File: src/rtl/salc_ram.sv
// generic single-port-write, single-port-read ram with registered read
// no dependencies
module salc_ram #(
  parameter int WIDTH = 8,
  parameter int DEPTH = 16
) (
  input  logic                                    clk,
  input  logic                                    we,
  input  logic [((DEPTH > 1) ? $clog2(DEPTH) : 1)-1:0] waddr,
  input  logic [WIDTH-1:0]                        wdata,
  input  logic                                    re,
  input  logic [((DEPTH > 1) ? $clog2(DEPTH) : 1)-1:0] raddr,
  output logic [WIDTH-1:0]                        rdata
);

  logic [WIDTH-1:0] mem_r [DEPTH];
  logic [WIDTH-1:0] rdata_r;

  always_ff @(posedge clk) begin
    if (we) begin
      mem_r[waddr] <= wdata;
    end
    if (re) begin
      rdata_r <= mem_r[raddr];
    end
  end

  assign rdata = rdata_r;

endmodule

File: config.mk
export PLATFORM = sky130hd
export DESIGN_NAME = salc_ram
export DESIGN_NICKNAME = d
export VERILOG_FILES = /design/src/rtl/salc_ram.sv
export SDC_FILE = /design/constraint.sdc
export NUM_CORES = 1
export LEC_CHECK = 0
export BUFFER_PORTS_ARGS = -buffer_cell sky130_fd_sc_hd__buf_2
export CAP_MARGIN = 20
export CORE_AREA = 2 2 97 99
export CTS_CLUSTER_SIZE = 40
export DETAILED_ROUTE_END_ITERATION = 6
export DIE_AREA = 0 0 99 101
export PLACE_DENSITY = 0.79
export SYNTH_ARGS = -nofsm -noshare
export SYNTH_HDL_FRONTEND = slang
export SYNTH_SLANG_ARGS = --single-unit
File: constraint.sdc
create_clock -name clk -period 2.1 [get_ports clk]
set_input_delay 0.315 -clock clk [delete_from_list [all_inputs] [get_ports clk]]
set_output_delay 0.315 -clock clk [all_outputs]
set_load 0.05 [all_outputs]
# Yosys cells after proc, flatten, opt, wreduce, memory -nomap -nowiden
# Memory sizes are Yosys's and may differ from the RTL's. A register that Yosys moved wholly into a read port is not among the register bits.
# Index checks and enable logic that the tools add are counted.
[word_totals]
ff_bits = 0
mem_bits_rw = 128
wordCells = 3
n_memories = 1
[memory_table]
columns = ["name", "words", "width", "read_ports", "rd_clocked_by_memory_dff", "write_ports", "line", "rtl"]
rows = [
  ["mem_r", 16, 8, 1, 1, 1, "16", "logic [WIDTH-1:0] mem_r [DEPTH];"],
]
[classes]
mux = 2
[ops]
columns = ["cell", "count"]
rows = [
  ["1-bit 2-to-1 mux", 2],
]

# Depth between registers and ports, before layout
[logic_depth]
ltp_word = 2
ltp_mapped = 5
ltp_nobuf = 3

# Least setup slack after synthesis
# OpenSTA, ideal clock, no wires.
[synth_timing]
path_kind = "input-to-reg"
start = "in waddr[2] (netlist bit)"
end = "mem mem_r[0][0] (enable)"
setup_ns = 0.383
t_arrival_ns = 1.425
t_required_ns = 1.717
path_slack_ns = 0.292
path_stages = 2
n_path_buf = 0
path_cell_list = "or3b_2 -> nor3_1"
[synth_lines]
columns = ["element", "line", "rtl"]
rows = [
  ["start: declaration", "9", "input logic [((DEPTH > 1) ? $clog2(DEPTH) : 1)-1:0] waddr,"],
  ["end: declaration", "16", ""],
]
# No word-level cell before the write port.

==> metrics.txt <==
Final period util 0.737; syn nets 248; CP top delay family multiplexers; clock tree buffer depth 2; max-slew violations 0; ratio of cells with drive above 1 in the final layout 0.315; syn avg cell area 22.8 sq um; Buffers & Inverters on Critical Path 0; DRT iter0 DRCs 328; startpoint types flip-flop; Mapped Cells 229; Worst Path Required 2.35 ns; CTS resizes 0; Vias 2608; wire per inst 25.8 microns; Post-DRT Antenna Nets 0; hold crit path type in2reg; worst hold margin 0.171 ns; Worst-Margin Slew 0.405 ns; Synth async-reset ratio 0; Crit Path Class reg2reg; number of synthesis warnings 0; Skew-Pair Late Insertion Delay 0.51 ns; CTS sink cnt 136; DRC Markers 0; Final Hold Fails 0; cts bufs inserted 17; status finished, final reports clean; largest cells by area after synthesis edfxtp_1, mux4_2, mux4_1; Period minus WS final 1.55 ns; Core ar. 8980 sq um; Worst Skew 0.00518 ns; Die Y 101 microns; CP max-delay cell mux4_1; clock tree root buffer cell clkbuf_8; IO buf count 26; ANT cells 0; Fin Setup TNS 0 ns; post-place instance area 5610 sq um; max incr delay on CP 0.51 ns; Hold Buf Count CTS 0; vias in the first global route 2636; Lkg Pwr 2.13 nW; hold path cells 1; Register-to-Register Path Depth 3; setup bufs post-CTS 0; Final Net Count 304; WL final 10.6 mm; initial antenna violation count 0; die area 10000 sq um; Max Cap Violations 0; RSZ-0062 raised after global routing no; num rows 35; die width 99 microns; Fill cells 495; register area 4080 sq um; final cell count without fillers 409; Layout area overhead 18.7%; Unique masters post-synth 18; htree depth 4; CTS tree built; DRT Pass-1 Iters 5; footprint of the multi-input gates 1060 sq um; sequential-to-total area share from yosys stat 0.781; Synth top cells by count edfxtp_1, mux4_2, a22oi_1, mux4_1, nor2_1; vias per inst 6.38; CP endpoint kind flip-flop; Synth Flop Type edfxtp_1; Worst Path Max Fanout 1; Slew HR 0.730; CP cell instances mux4_1 > a22oi_1 > nand2_1; Total GRT Usage 0.233; gpl congestion 0.778; first-pass GRT wire length 16.0 mm; EDFF count, synth 136; Reg clk slew, reported paths 0.06 ns; io pins 27; post-synth top area share 0.781; Synth area leader edfxtp_1; maximum vdd drop 673 uV; Initial Utilization 0.582; Cell Area, Synth 5230 sq um; Critical Path AT 1.79 ns; Synth Register Bits 136; largest net degree at the start of global routing 33; Post-Layout Inst Area 6200 sq um; gr ovfl total 0; cell with the most instances after synthesis edfxtp_1; placed cells 377; WP depth 3; pwr/cell area 1030 nW/um^2; highest clock rate 0.647 GHz; Final Setup Violations 0
-- layout make-up --
cell class | count | area share
clock inverters | 14 | 0.0290
clock buffers | 18 | 0.0674
repair buffers | 47 | 0.0524
well taps | 111 | 0.0224
multi-input cells | 83 | 0.170
flip-flops and latches | 136 | 0.658
-- cells in the final DEF, fill, tap and decap left out, types with 4 or more instances in the layout --
cell         n
nor3_1       4
buf_2       26
buf_4       18
edfxtp_1   136
mux4_2      18
nand2_1      9
clkbuf_16   16
mux4_1      14
nor2_1      13
bufinv_16    4
a22oi_1     16
-- through the flow --
step / power, W / setup slack [ns] / util
after floorplan: 0.00333 / 0.292 / -
after global placement: 0.00345 / 0.280 / 0.624
after CTS: 0.00640 / 0.549 / 0.691
after global routing: 0.00655 / 0.484 / 0.691
final: 0.00636 / 0.553 / 0.691
after detailed placement: 0.00346 / 0.243 / 0.624
-- logic make-up (layout without fill, tap and decap cells) --
logic type	count (synthesis)	after routing	share of synthesized area
AOI/OAI and AO/OA	16	16	0.0230
buffers and inverters	10	79	0.0165
DFF	136	136	0.781
muxes	32	32	0.148
and+or+nand+nor	35	35	0.0314
-- final timing paths --
check | endpoint | slack, ns | startpoint
max | rdata[0] | 0.55 | mem_r[1][0]
max reg2reg | rdata[0] | 0.55 | mem_r[1][0]
min reg2reg | rdata[6] | 0.74 | mem_r[15][6]
min | rdata[4] | 0.17 | re
-- per-layer routing --
layer	vias up	routed length (microns)	GRT usage
met4	0	97	0.0738
met2	126	5330	0.359
li1	1098	-	-
met5	-	0	0
met3	11	638	0.0714
met1	1373	4490	0.327
-- registers in the layout, indices dropped and copies added (netlist names) --
signal  cells
mem_r     128
rdata       8
-- worst register-to-register path: stages (launching register included) --
cell	delay, ns
edfxtp_1	0.38
mux4_1	0.51
a22oi_1	0.26
nand2_1	0.13
-- power by group --
group	switching, W	internal [W]	total [W]
clock network	0.00104	0.00191	0.00295
registers	0.0000171	0.00306	0.00308
logic	0.000206	0.000125	0.000331
Note: power is estimated with default switching activity, not from simulation.
