## src/rtl/salc_pkg.sv

```systemverilog
// shared types and constants for the set-associative lru cache
// no dependencies; imported by the way evaluator and the top module
package salc_pkg;

  localparam int TAG_IN_W  = 26;  // tag field width at the ports
  localparam int SET_IN_W  = 4;   // set index field width at the ports
  localparam int OFF_IN_W  = 2;   // word offset field width at the ports
  localparam int DATA_W    = 8;   // one byte per word
  localparam int WAY_MAX_W = 4;   // enough for up to 16 ways

  localparam logic OP_READ  = 1'b0;
  localparam logic OP_WRITE = 1'b1;

  typedef logic [WAY_MAX_W-1:0] way_t;

  // control from the sequencer to the way evaluator
  typedef struct packed {
    logic start;  // clear trackers for a new access
    logic en;     // metadata of one way is on the inputs
  } scan_ctl_t;

  // outcome of a set scan
  typedef struct packed {
    logic hit;
    way_t hit_way;
    way_t victim_way;
  } scan_res_t;

endpackage

```

## src/rtl/salc_way_eval.sv

```systemverilog
// shared compare unit: takes one way's metadata a cycle and tracks
// tag hit, first invalid way and oldest way; depends on salc_pkg
module salc_way_eval #(
  parameter int TAG_BITS   = 26,
  parameter int AGE_BITS   = 16,
  parameter int STAMP_BITS = 48
) (
  input  logic                   clk,
  input  logic                   rst_n,
  input  salc_pkg::scan_ctl_t    ctl,
  input  salc_pkg::way_t         way,
  input  logic                   line_valid,
  input  logic [TAG_BITS-1:0]    req_tag,
  input  logic [TAG_BITS-1:0]    line_tag,
  input  logic [STAMP_BITS-1:0]  now,
  input  logic [STAMP_BITS-1:0]  stamp,
  output salc_pkg::scan_res_t    res
);
  import salc_pkg::*;

  localparam logic [STAMP_BITS-1:0] AGE_SAT = STAMP_BITS'({AGE_BITS{1'b1}});

  logic [STAMP_BITS-1:0] diff;
  logic [AGE_BITS-1:0]   age;
  logic                  match;

  logic                  hit_r;
  logic                  inv_found_r;
  way_t                  hit_way_r;
  way_t                  inv_way_r;
  way_t                  best_way_r;
  logic [AGE_BITS-1:0]   best_age_r;

  // age is accesses since the last touch, saturated
  assign diff  = now - stamp;
  assign age   = (diff > AGE_SAT) ? {AGE_BITS{1'b1}} : diff[AGE_BITS-1:0];
  assign match = line_valid && (line_tag == req_tag);

  always_ff @(posedge clk) begin
    if (!rst_n) begin
      hit_r       <= 1'b0;
      inv_found_r <= 1'b0;
    end else if (ctl.start) begin
      hit_r       <= 1'b0;
      inv_found_r <= 1'b0;
    end else if (ctl.en) begin
      if (match) begin
        hit_r <= 1'b1;
      end
      if (!line_valid) begin
        inv_found_r <= 1'b1;
      end
    end
  end

  always_ff @(posedge clk) begin
    if (ctl.en) begin
      if (match && !hit_r) begin
        hit_way_r <= way;
      end
      if (!line_valid && !inv_found_r) begin
        inv_way_r <= way;
      end
      // strictly greater keeps the lowest way on a tie
      if ((way == '0) || (age > best_age_r)) begin
        best_age_r <= age;
        best_way_r <= way;
      end
    end
  end

  assign res.hit        = hit_r;
  assign res.hit_way    = hit_way_r;
  assign res.victim_way = inv_found_r ? inv_way_r : best_way_r;

endmodule

```

## config.mk

```make
export PLATFORM = sky130hd
export DESIGN_NAME = salc_way_eval
export DESIGN_NICKNAME = d
export VERILOG_FILES = /design/src/rtl/salc_pkg.sv /design/src/rtl/salc_way_eval.sv
export SDC_FILE = /design/constraint.sdc
export NUM_CORES = 1
export LEC_CHECK = 0
export BUFFER_PORTS_ARGS = -buffer_cell sky130_fd_sc_hd__buf_4
export CORE_MARGIN = 2
export CORE_UTILIZATION = 53
export DETAILED_ROUTE_END_ITERATION = 8
export PLACE_DENSITY_LB_ADDON = 0.3
export REMOVE_ABC_BUFFERS = 1
export SETUP_SLACK_MARGIN = 0.3
export SLEW_MARGIN = 40
export SYNTH_ARGS = -nofsm -noshare
export SYNTH_HDL_FRONTEND = slang
export SYNTH_SLANG_ARGS = --single-unit
```

## constraint.sdc

```tcl
create_clock -name clk -period 11.05 [get_ports clk]
set_input_delay 3.315 -clock clk [delete_from_list [all_inputs] [get_ports clk]]
set_output_delay 3.315 -clock clk [all_outputs]
set_load 0.01 [all_outputs]
```

* Word-level counts from Yosys, hierarchy flattened
Index checks and enable logic that the tools add are counted.
** Storage, ports and cells
- Flip-flop bits (word level) :: 30
- Logic and storage cells :: 28
- Output and inout bits :: 9
- Input port bits :: 157
** Operators by class
- Add/sub/neg operators :: 1
- Reduce and logical (&&, ||, !) cells :: 14
- Multiplexer cells :: 2
- Magnitude comparators :: 2
- Equality and inequality tests :: 1
- Bitwise operators :: 2
** Operators by type and width (number)
- $gt 48x16->1 const B :: 1
- $sub 48x48->48 :: 1
- $eq 26x26->1 :: 1
- $gt 16x16->1 :: 1
- $mux 16 :: 1
- $reduce_and 2->1 :: 5
- $logic_not 4->1 :: 1
- $mux 4 :: 1
- $logic_and 1x1->1 :: 3
- $logic_not 1->1 :: 3
- $not 1->1 :: 2
- $reduce_or 2->1 :: 1
- $logic_or 1x1->1 :: 1

* Longest topological paths before layout
Gate-level depths: netlist of run 1.
- Depth in word-level cells :: 6
- Gate-level depth with buffers :: 27
- Gate-level depth less buffers :: 25

* Worst setup path before layout of run 1
Ideal clock, no wire load.
- Path kind :: input to register
- Start :: input stamp[18]
- End :: register best_age_r[0] (enable)
- Setup slack :: 2.114 ns
- Stages on the path :: 26
- Buffers on the path :: 3
- Required time :: 10.706 ns
- Arrival :: 8.592 ns
- Library setup time :: 0.344 ns
- Cells stage by stage :: inv_1 > ha_1 > buf_2 > nand2_1 > nor3_1 > nand4_2 > a31oi_2 > xor2_1 > or4_1 > nor4_1 > nand4_1 > or4_1 > buf_2 > buf_6 > or3_1 > ha_1 > nor2b_1 > o21a_1 > o21a_1 > o21a_1 > o21a_1 > o21a_1 > o21a_1 > o21ai_0 > a31oi_1 > o21a_1
** Between the ends
- Word-level cells in the longest chain between the ends :: 6
** RTL lines
- start: declaration :: line salc_way_eval.sv:16 : input logic [STAMP_BITS-1:0] stamp,
- $sub 48x48->48 :: line salc_way_eval.sv:35 : assign diff = now - stamp;
- $gt 48x16->1 :: line salc_way_eval.sv:36 : assign age = (diff > AGE_SAT) ? {AGE_BITS{1'b1}} : diff[AGE_BITS-1:0];
- $mux 16 :: line salc_way_eval.sv:36
- net age[1] :: line salc_way_eval.sv:24 : logic [AGE_BITS-1:0] age;
- $gt 16x16->1 :: line salc_way_eval.sv:65 : if ((way == '0) || (age > best_age_r)) begin
- $logic_or 1x1->1 :: line salc_way_eval.sv:65
- $reduce_and 2->1 (no line)
- end signal: assignment :: line salc_way_eval.sv:66 : best_age_r <= age;
- end: declaration :: line salc_way_eval.sv:32 : logic [AGE_BITS-1:0] best_age_r;
The timed path passes the listed nets, and every way through them passes these cells.
A chain may end at the register's enable or synchronous reset.

* Worst setup path in the final report of run 1
- Start :: input now[19]
- End :: register best_age_r[8] (enable)
** Between the ends
- Word-level cells in the longest chain between the ends :: 6
** RTL lines
- start: declaration :: line salc_way_eval.sv:15 : input logic [STAMP_BITS-1:0] now,
- $sub 48x48->48 :: line salc_way_eval.sv:35
- $gt 48x16->1 :: line salc_way_eval.sv:36
- $mux 16 :: line salc_way_eval.sv:36
- net age[1] :: line salc_way_eval.sv:24
- $gt 16x16->1 :: line salc_way_eval.sv:65
- $logic_or 1x1->1 :: line salc_way_eval.sv:65
- $reduce_and 2->1 (no line)
The timed path passes the listed nets, and every way through them passes these cells.

==> flow_summary.ini, run 1 <==
[clocking]
cts-root-buf = sky130_fd_sc_hd__clkbuf_8
cts-root-to-sink-buffers = 2
cts_made_buffers = 5
clk_transition_reported_paths_ns = 0.06
cts_resized = 0
cts_htree_levels = 2
cts_hold_repair.buffers = 0
clkLatencyLatePin_ns = 0.28
tritoncts = built
setup_bufs_post_cts = 0
clock-sinks = 30

[setup_path]
critical_path_arrival_ns = 9.24
cp_class = primary input to flip-flop
setup_crit_start = now[19]
critPathCaptureType = flip-flop
r2r_end = best_age_r[8]$_DFFE_PP_
critical_path_peak_fanout = 20
reg2reg_setup_slack_ns = 8.33
startpoint_type = primary input
worst_r2r_path_depth = 12
cp_data_required_time_ns = 11.03
rr_startpoint = best_age_r[1]$_DFFE_PP_
worst_setup_path_endpoint = best_age_r[8]$_DFFE_PP_

[placement]
port_buffers = 165
instance_count_after_placement_with_tap_cells_included = 944
dp_hpwl_um = 13700
gpl.final_weighted_congestion = 0.944
preCtsSetupSlack_ns = 1.37

[layout]
layoutNonFillerInstCount = 952
num_antenna_cells = 0
fillers = 848
area_growth_pct = 25.4
design.final.nets = 1039
mostFrequentLayoutCells = 165 x sky130_fd_sc_hd__buf_4, 75 x sky130_fd_sc_hd__inv_1, 63 x sky130_fd_sc_hd__ha_1, 57 x sky130_fd_sc_hd__nand2_1, 51 x sky130_fd_sc_hd__a21oi_1
post_route_cells_drive_above_1_share_pct = 24.7
commonest_non_fill_non_tap_cell_in_the_layout = sky130_fd_sc_hd__buf_4

[status]
run_status = finished, final reports clean

[sta]
total_neg_setup_slack_ns = 0
final.min_clock_period_ns = 9.26
clock_skews_ns = 0.00629
layout_worst_path_cycle_share_pct = 83.8
maxClockFrequency_ghz = 0.108
maxSlewHeadroom_pct = 59.6
hold_viol_final = 0
finalMaxSlewViolations = 0
final.setup.worst_slack_ns = 1.79
finalSetupViolations = 0
unrepaired_setup_endpoints_after_global_routing = no
timing_worst_slew_pin_value_ns = 0.603

[synth]
synth_enable_flop_cells = 28
per_instance_average_area_after_synthesis_sq_um = 7.74
synth.distinct_cells = 68
synthesis.area_sq_mm = 0.00522
synth-async-reset-ratio_pct = 0
syn_inst = 674
synth.yosys.seq_area_share_pct = 16.9
yosysWarnings = 0
yosys_most_used_dff = sky130_fd_sc_hd__edfxtp_1
synth-seq-cells = 30

[floorplan]
top_level_ports = 166
core_region_area_sq_mm = 0.00968
floorplan.die_area_sq_mm = 0.0107
chipWidth_um = 103
start_util_pct = 53.9
die_h_um = 103
placement_rows = 36

[power_and_ir_drop]
worst_ir_drop_vdd_mv = 0.0382
power_per_cell_area_mw_per_mm2 = 73.6
total_leakage_power_uw = 0.00303

[routing]
dr.pass1.iters = 5
routed_via_density = 5.88
drt_drc_violations_left = 0
detail-route-antenna-nets = 0
wl_per_cell_um = 16.9
vias = 5593
routed_wl_um = 16100
initial_detailed_routing_violation_count = 228

[min_path]
min-delay-path-class = flip-flop to flip-flop

[global_route]
grt_antenna_before_repair = 0
grt_pass1_vias = 5244
grt_start_max_net_pins = 21
grt_overflow_total = 0
global_route_wire_length_before_repair_um = 24900
global_route.usage.total_pct = 29.5

[run]
cap_viol_max_count = 0
[metrics by stage]
step	power, uW	util [%]	cell area [sq um]	hold slack [ns]
final	482	67.6	6540	0.470
after global routing	513	67.6	6540	0.497
after CTS	480	67.6	6540	0.477
after detailed placement	397	66.7	6460	0.469
after global placement	394	66.6	6450	0.453
after floorplan	299	-	5050	0.480
[how the worst min path moves through the flow]
stage | start | end | cells past startpoint
floorplan | hit_r$_SDFFE_PP0P_ | hit_r$_SDFFE_PP0P_ | 2
global placement | hit_r$_SDFFE_PP0P_ | hit_r$_SDFFE_PP0P_ | 2
detailed placement | hit_r$_SDFFE_PP0P_ | hit_r$_SDFFE_PP0P_ | 2
CTS | hit_r$_SDFFE_PP0P_ | hit_r$_SDFFE_PP0P_ | 2
global route | hit_r$_SDFFE_PP0P_ | hit_r$_SDFFE_PP0P_ | 2
finish | hit_r$_SDFFE_PP0P_ | hit_r$_SDFFE_PP0P_ | 2
[worst max-delay path: stages]
cell	delay, ns
sky130_fd_sc_hd__buf_4	0.11
sky130_fd_sc_hd__ha_1	0.47
sky130_fd_sc_hd__nand2_1	0.16
sky130_fd_sc_hd__nor3_1	0.45
sky130_fd_sc_hd__nand4_2	0.22
sky130_fd_sc_hd__a31oi_2	0.30
sky130_fd_sc_hd__xor2_1	0.09
sky130_fd_sc_hd__or4_1	0.51
sky130_fd_sc_hd__nor4_1	0.31
sky130_fd_sc_hd__nand4_1	0.13
sky130_fd_sc_hd__or4_1	0.68
sky130_fd_sc_hd__or3_1	0.44
sky130_fd_sc_hd__ha_1	0.29
sky130_fd_sc_hd__nor2b_1	0.13
sky130_fd_sc_hd__o21a_1	0.16
sky130_fd_sc_hd__o21a_1	0.16
sky130_fd_sc_hd__o21a_1	0.16
sky130_fd_sc_hd__o21a_1	0.18
sky130_fd_sc_hd__o21a_1	0.17
sky130_fd_sc_hd__o21a_1	0.16
sky130_fd_sc_hd__o21ai_0	0.15
sky130_fd_sc_hd__a31oi_1	0.11
sky130_fd_sc_hd__o21a_2	0.37
[synthesized netlist by cell type (2+ instances only)]
master                      n  area, sq um
sky130_fd_sc_hd__o21a_1    21          158
sky130_fd_sc_hd__and3_1     7         43.8
sky130_fd_sc_hd__buf_6      6         67.6
sky130_fd_sc_hd__a21oi_1   51          255
sky130_fd_sc_hd__a21boi_0   4         30.0
sky130_fd_sc_hd__nor2_1    35          131
sky130_fd_sc_hd__a21oi_4    3         48.8
sky130_fd_sc_hd__nor3_1    12         60.1
sky130_fd_sc_hd__a311oi_1   2         17.5
sky130_fd_sc_hd__mux2i_1    4         40.0
sky130_fd_sc_hd__a31oi_1    6         37.5
sky130_fd_sc_hd__a211oi_1  14          105
sky130_fd_sc_hd__nand4_1   31          194
sky130_fd_sc_hd__mux2_2     4         45.0
sky130_fd_sc_hd__o21ai_1    5         25.0
sky130_fd_sc_hd__nand2_1   57          214
sky130_fd_sc_hd__nor3b_1    3         22.5
sky130_fd_sc_hd__nor2b_1    4         25.0
sky130_fd_sc_hd__xor2_1    28          245
sky130_fd_sc_hd__and2_1     4         25.0
sky130_fd_sc_hd__or3_1     18          113
sky130_fd_sc_hd__o21ba_2    2         20.0
sky130_fd_sc_hd__o211ai_1  11         82.6
sky130_fd_sc_hd__clkbuf_1   9         33.8
sky130_fd_sc_hd__o21ai_2    4         35.0
sky130_fd_sc_hd__a21o_1    14          105
sky130_fd_sc_hd__nor4_1     9         56.3
sky130_fd_sc_hd__ha_1      63          788
sky130_fd_sc_hd__xnor2_1   29          254
sky130_fd_sc_hd__dfxtp_1    2         40.0
sky130_fd_sc_hd__or4_1      2         15.0
sky130_fd_sc_hd__a21oi_2    7         61.3
sky130_fd_sc_hd__o22ai_1    5         31.3
sky130_fd_sc_hd__o21ai_0   30          150
sky130_fd_sc_hd__nand2b_1   7         43.8
sky130_fd_sc_hd__inv_1     75          282
sky130_fd_sc_hd__buf_2     12         60.1
sky130_fd_sc_hd__edfxtp_1  28          841
sky130_fd_sc_hd__o21bai_1   7         52.6
sky130_fd_sc_hd__nand3_1   11         55.1
[layout make-up]
class / instances / area, sq um / area share (%)
tap: 133 / 166 / 2.54
clock buffer: 6 / 72.6 / 1.11
timing repair buffer: 165 / 1240 / 18.9
multi-input combinational: 541 / 3890 / 59.5
sequential: 30 / 881 / 13.5
clock inverter: 2 / 8.76 / 0.134
inverter: 75 / 282 / 4.30
[power breakdown]
| group | leakage, uW | internal, uW | switching, uW |
|---|---|---|---|
| sequential | 0.000216 | 124 | 0.449 |
| combinational | 0.00278 | 121 | 154 |
| clock | 0.0000426 | 43.2 | 38.8 |
[logic make-up (layout without fill, tap and decap cells)]
logic type,after synthesis,in the layout,synth area share (%)
adders and majority gates,64,64,15.5
xor gates and xnor gates,57,57,9.57
and+or+nand+nor,207,207,20.5
AOI/OAI and AO/OA,204,204,27.1
DFF,30,30,16.9
muxes,9,9,1.85
buffers and inverters,103,248,8.63
[registers in the layout, summed over array words and instances, names as in the netlist]
name and flops:
best_way_r 4, best_age_r 16, hit_r 1, inv_found_r 1
inv_way_r 4, hit_way_r 4
[layer usage]
metal	vias to the layer above	wire, um	GRT usage [%]
met5	-	0	0
met4	0	312	7.09
met3	39	1250	4.77
met2	248	7820	53.4
met1	2568	6740	36.6
li1	2738	-	-
(Power assumes the default switching activity.)
==> run 2: changes to the inputs <==
--- a/config.mk
+++ b/config.mk
@@ -7,7 +7,7 @@
 export LEC_CHECK = 0
 export BUFFER_PORTS_ARGS = -buffer_cell sky130_fd_sc_hd__buf_4
 export CORE_MARGIN = 2
-export CORE_UTILIZATION = 53
+export CORE_UTILIZATION = 48
 export DETAILED_ROUTE_END_ITERATION = 8
 export PLACE_DENSITY_LB_ADDON = 0.3
 export REMOVE_ABC_BUFFERS = 1
==> constraint.sdc (replaced) <==
create_clock -name clk -period 7.65 [get_ports clk]
set_input_delay 2.295 -clock clk [delete_from_list [all_inputs] [get_ports clk]]
set_output_delay 2.295 -clock clk [all_outputs]
set_load 0.01 [all_outputs]
==> run 2 against run 1 <==
The flow now finishes with violations (setup timing). Combinational power grew 80%. Final cell count rose by 15%. Register-to-register slack got worse by 3.4 ns. Critical path depth is 4 higher. Cell area increased by 19%. Sequential power is 44% higher. Clock skew hardly changed. Largest power group unchanged. Highest routed layer unchanged.
==> flow_summary.ini, run 2 (synthesis gave the netlist of run 1 again) <==
[placement]
port_buffers = 165
gpl.final_weighted_congestion = 0.964
placedInstanceArea_sq_mm = 0.00749
preCtsSetupSlack_ns = -0.528
dp_hpwl_um = 15200

[global_route]
globalRouteMet1Util_pct = 34.5
grt_start_max_net_pins = 17
global_route_wire_length_before_repair_um = 29000
most_utilized_layer_in_the_global_route_result = met2
grt.met2_usage_pct = 57.8
grt_pass1_vias = 6377
global_route.usage.total_pct = 31.0
gr-usage-met3_pct = 3.68
grt_antenna_before_repair = 0
grt_overflow_total = 0

[sta]
maxSlewHeadroom_pct = 61.9
final.setup.worst_slack_ns = -0.167
layout_worst_path_cycle_share_pct = 102
maxClockFrequency_ghz = 0.128
finalMaxSlewViolations = 0
timing_worst_slew_pin_value_ns = 0.571
unrepaired_setup_endpoints_after_global_routing = yes
finalSetupViolations = 20
total_neg_setup_slack_ns = -3.23
hold-worst-slack_ns = 0.469
final.min_clock_period_ns = 7.82
hold_viol_final = 0
clock_skews_ns = 0.00599

[floorplan]
top_level_ports = 166
placement_rows = 38
floorplan.die_area_sq_mm = 0.0117
start_util_pct = 48.6
core_region_area_sq_mm = 0.0107
chipWidth_um = 108
die_h_um = 108

[layout]
max_flop_register = best_age_r
post_route_cells_drive_above_1_share_pct = 37.2
area_growth_pct = 49.2
design.final.nets = 1177
num_antenna_cells = 0
mostFrequentLayoutCells = 296 x sky130_fd_sc_hd__buf_4, 73 x sky130_fd_sc_hd__inv_1, 59 x sky130_fd_sc_hd__ha_1, 57 x sky130_fd_sc_hd__nand2_1, 51 x sky130_fd_sc_hd__a21oi_1
commonest_non_fill_non_tap_cell_in_the_layout = sky130_fd_sc_hd__buf_4
fillers = 882
largest_reg_flops = 16
design_area_sq_mm = 0.00778

[clocking]
cts-root-buf = sky130_fd_sc_hd__clkbuf_8
clk_transition_reported_paths_ns = 0.06
cts_htree_levels = 2
clkLatencyLatePin_ns = 0.28
tritoncts = built
cts_made_buffers = 5
cts-root-to-sink-buffers = 2
clock-sinks = 30

[setup_path]
critPathCaptureType = flip-flop
cp_data_required_time_ns = 7.70
critical_path_arrival_ns = 7.87
cp_class = primary input to flip-flop
critical_path_peak_fanout = 8
startpoint_type = primary input

[status]
run_status = complete, but fails checks
violations_in_the_final_reports = setup timing

[power_and_ir_drop]
total_leakage_power_uw = 0.00373
post-layout-total-power_uw = 790
power_per_cell_area_mw_per_mm2 = 101
worst_ir_drop_vdd_mv = 0.0925

[routing]
routed_via_density = 5.58
drt_drc_violations_left = 0
dr.pass1.iters = 7
routed_wl_um = 17800
initial_detailed_routing_violation_count = 312
wl_per_cell_um = 16.2
detail-route-antenna-nets = 0
vias = 6114

[run]
cap_viol_max_count = 0

[min_path]
min-delay-path-class = flip-flop to flip-flop
==> run 2: cell count changes in the layout (fill, tap and decap cells not counted), moves of 3 or more <==
cell,previous run,this run
sky130_fd_sc_hd__buf_12,0,3
sky130_fd_sc_hd__buf_4,165,296
sky130_fd_sc_hd__a31oi_1,6,3
sky130_fd_sc_hd__buf_6,0,3
sky130_fd_sc_hd__ha_4,0,4
sky130_fd_sc_hd__ha_1,63,59
==> run 2: path summary, 6_finish.rpt <==
| path | cells after the start | slack (ns) | endpoint | startpoint |
|---|---|---|---|---|
| worst max-delay path | 27 | -0.17 | best_age_r[4]$_DFFE_PP_ | now[0] |
| worst min-delay path | 2 | 0.47 | hit_r$_SDFFE_PP0P_ | hit_r$_SDFFE_PP0P_ |
| worst max register to register | 13 | 4.95 | best_age_r[4]$_DFFE_PP_ | best_age_r[1]$_DFFE_PP_ |
| worst min register to register | 2 | 0.47 | hit_r$_SDFFE_PP0P_ | hit_r$_SDFFE_PP0P_ |
==> run 2: critical path, cell delays in order <==
cell and delay, ns:
sky130_fd_sc_hd__buf_6 0.10, sky130_fd_sc_hd__inv_4 0.05, sky130_fd_sc_hd__ha_4 0.13, sky130_fd_sc_hd__inv_2 0.03, sky130_fd_sc_hd__fa_2 0.35, sky130_fd_sc_hd__a211oi_4 0.23
sky130_fd_sc_hd__o211ai_1 0.20, sky130_fd_sc_hd__nand4_2 0.25, sky130_fd_sc_hd__a31oi_4 0.12, sky130_fd_sc_hd__xor2_1 0.16, sky130_fd_sc_hd__or4_1 0.52, sky130_fd_sc_hd__nor4_2 0.30
sky130_fd_sc_hd__nand4_1 0.14, sky130_fd_sc_hd__or4_4 0.56, sky130_fd_sc_hd__or3_4 0.40, sky130_fd_sc_hd__ha_4 0.22, sky130_fd_sc_hd__nor2b_4 0.12, sky130_fd_sc_hd__o21a_1 0.17
sky130_fd_sc_hd__o21a_1 0.18, sky130_fd_sc_hd__o21a_1 0.17, sky130_fd_sc_hd__o21a_1 0.17, sky130_fd_sc_hd__o21a_1 0.16, sky130_fd_sc_hd__o21a_1 0.17, sky130_fd_sc_hd__o21ai_2 0.13
sky130_fd_sc_hd__a31oi_2 0.13, sky130_fd_sc_hd__o21a_4 0.26, sky130_fd_sc_hd__buf_16 0.15
==> run 2: routing by layer <==
layer	vias to the layer above	wire, um
met1	2823	6970
li1	3015	-
met2	216	9230
met5	-	0
met3	60	830
met4	0	758
==> run 2: report_power, final <==
| part | internal, uW | switching, uW | total [uW] |
|---|---|---|---|
| logic | 250 | 244 | 494 |
| clock network | 59.1 | 56.4 | 116 |
| registers | 180 | 0.669 | 180 |
==> run 2: repair_timing <==
action                     CTS  global route
gates resized for setup     21             9
pin swaps                    6             7
setup endpoints to repair   20            20
hold buffers                 0             0
hold endpoints to repair     0             0
cloned                       1             0
buffers inserted             3             1
==> run 2: cell type report <==
| class | instances | area [sq um] | share of cell area [%] |
|---|---|---|---|
| repair buffers | 303 | 2340 | 30.1 |
| well taps | 140 | 175 | 2.25 |
| clock buffers | 5 | 68.8 | 0.884 |
| inverters | 75 | 284 | 3.65 |
| clock inverters | 1 | 3.75 | 0.0482 |
| flip-flops and latches | 30 | 881 | 11.3 |
| multi-input cells | 541 | 4030 | 51.7 |
==> run 2: stage by stage <==
step	util [%]	std cells
after detailed placement	69.7	1084
after CTS	71.9	1094
final	72.4	1095
after global routing	72.4	1095
after floorplan	-	646
after global placement	69.7	1084
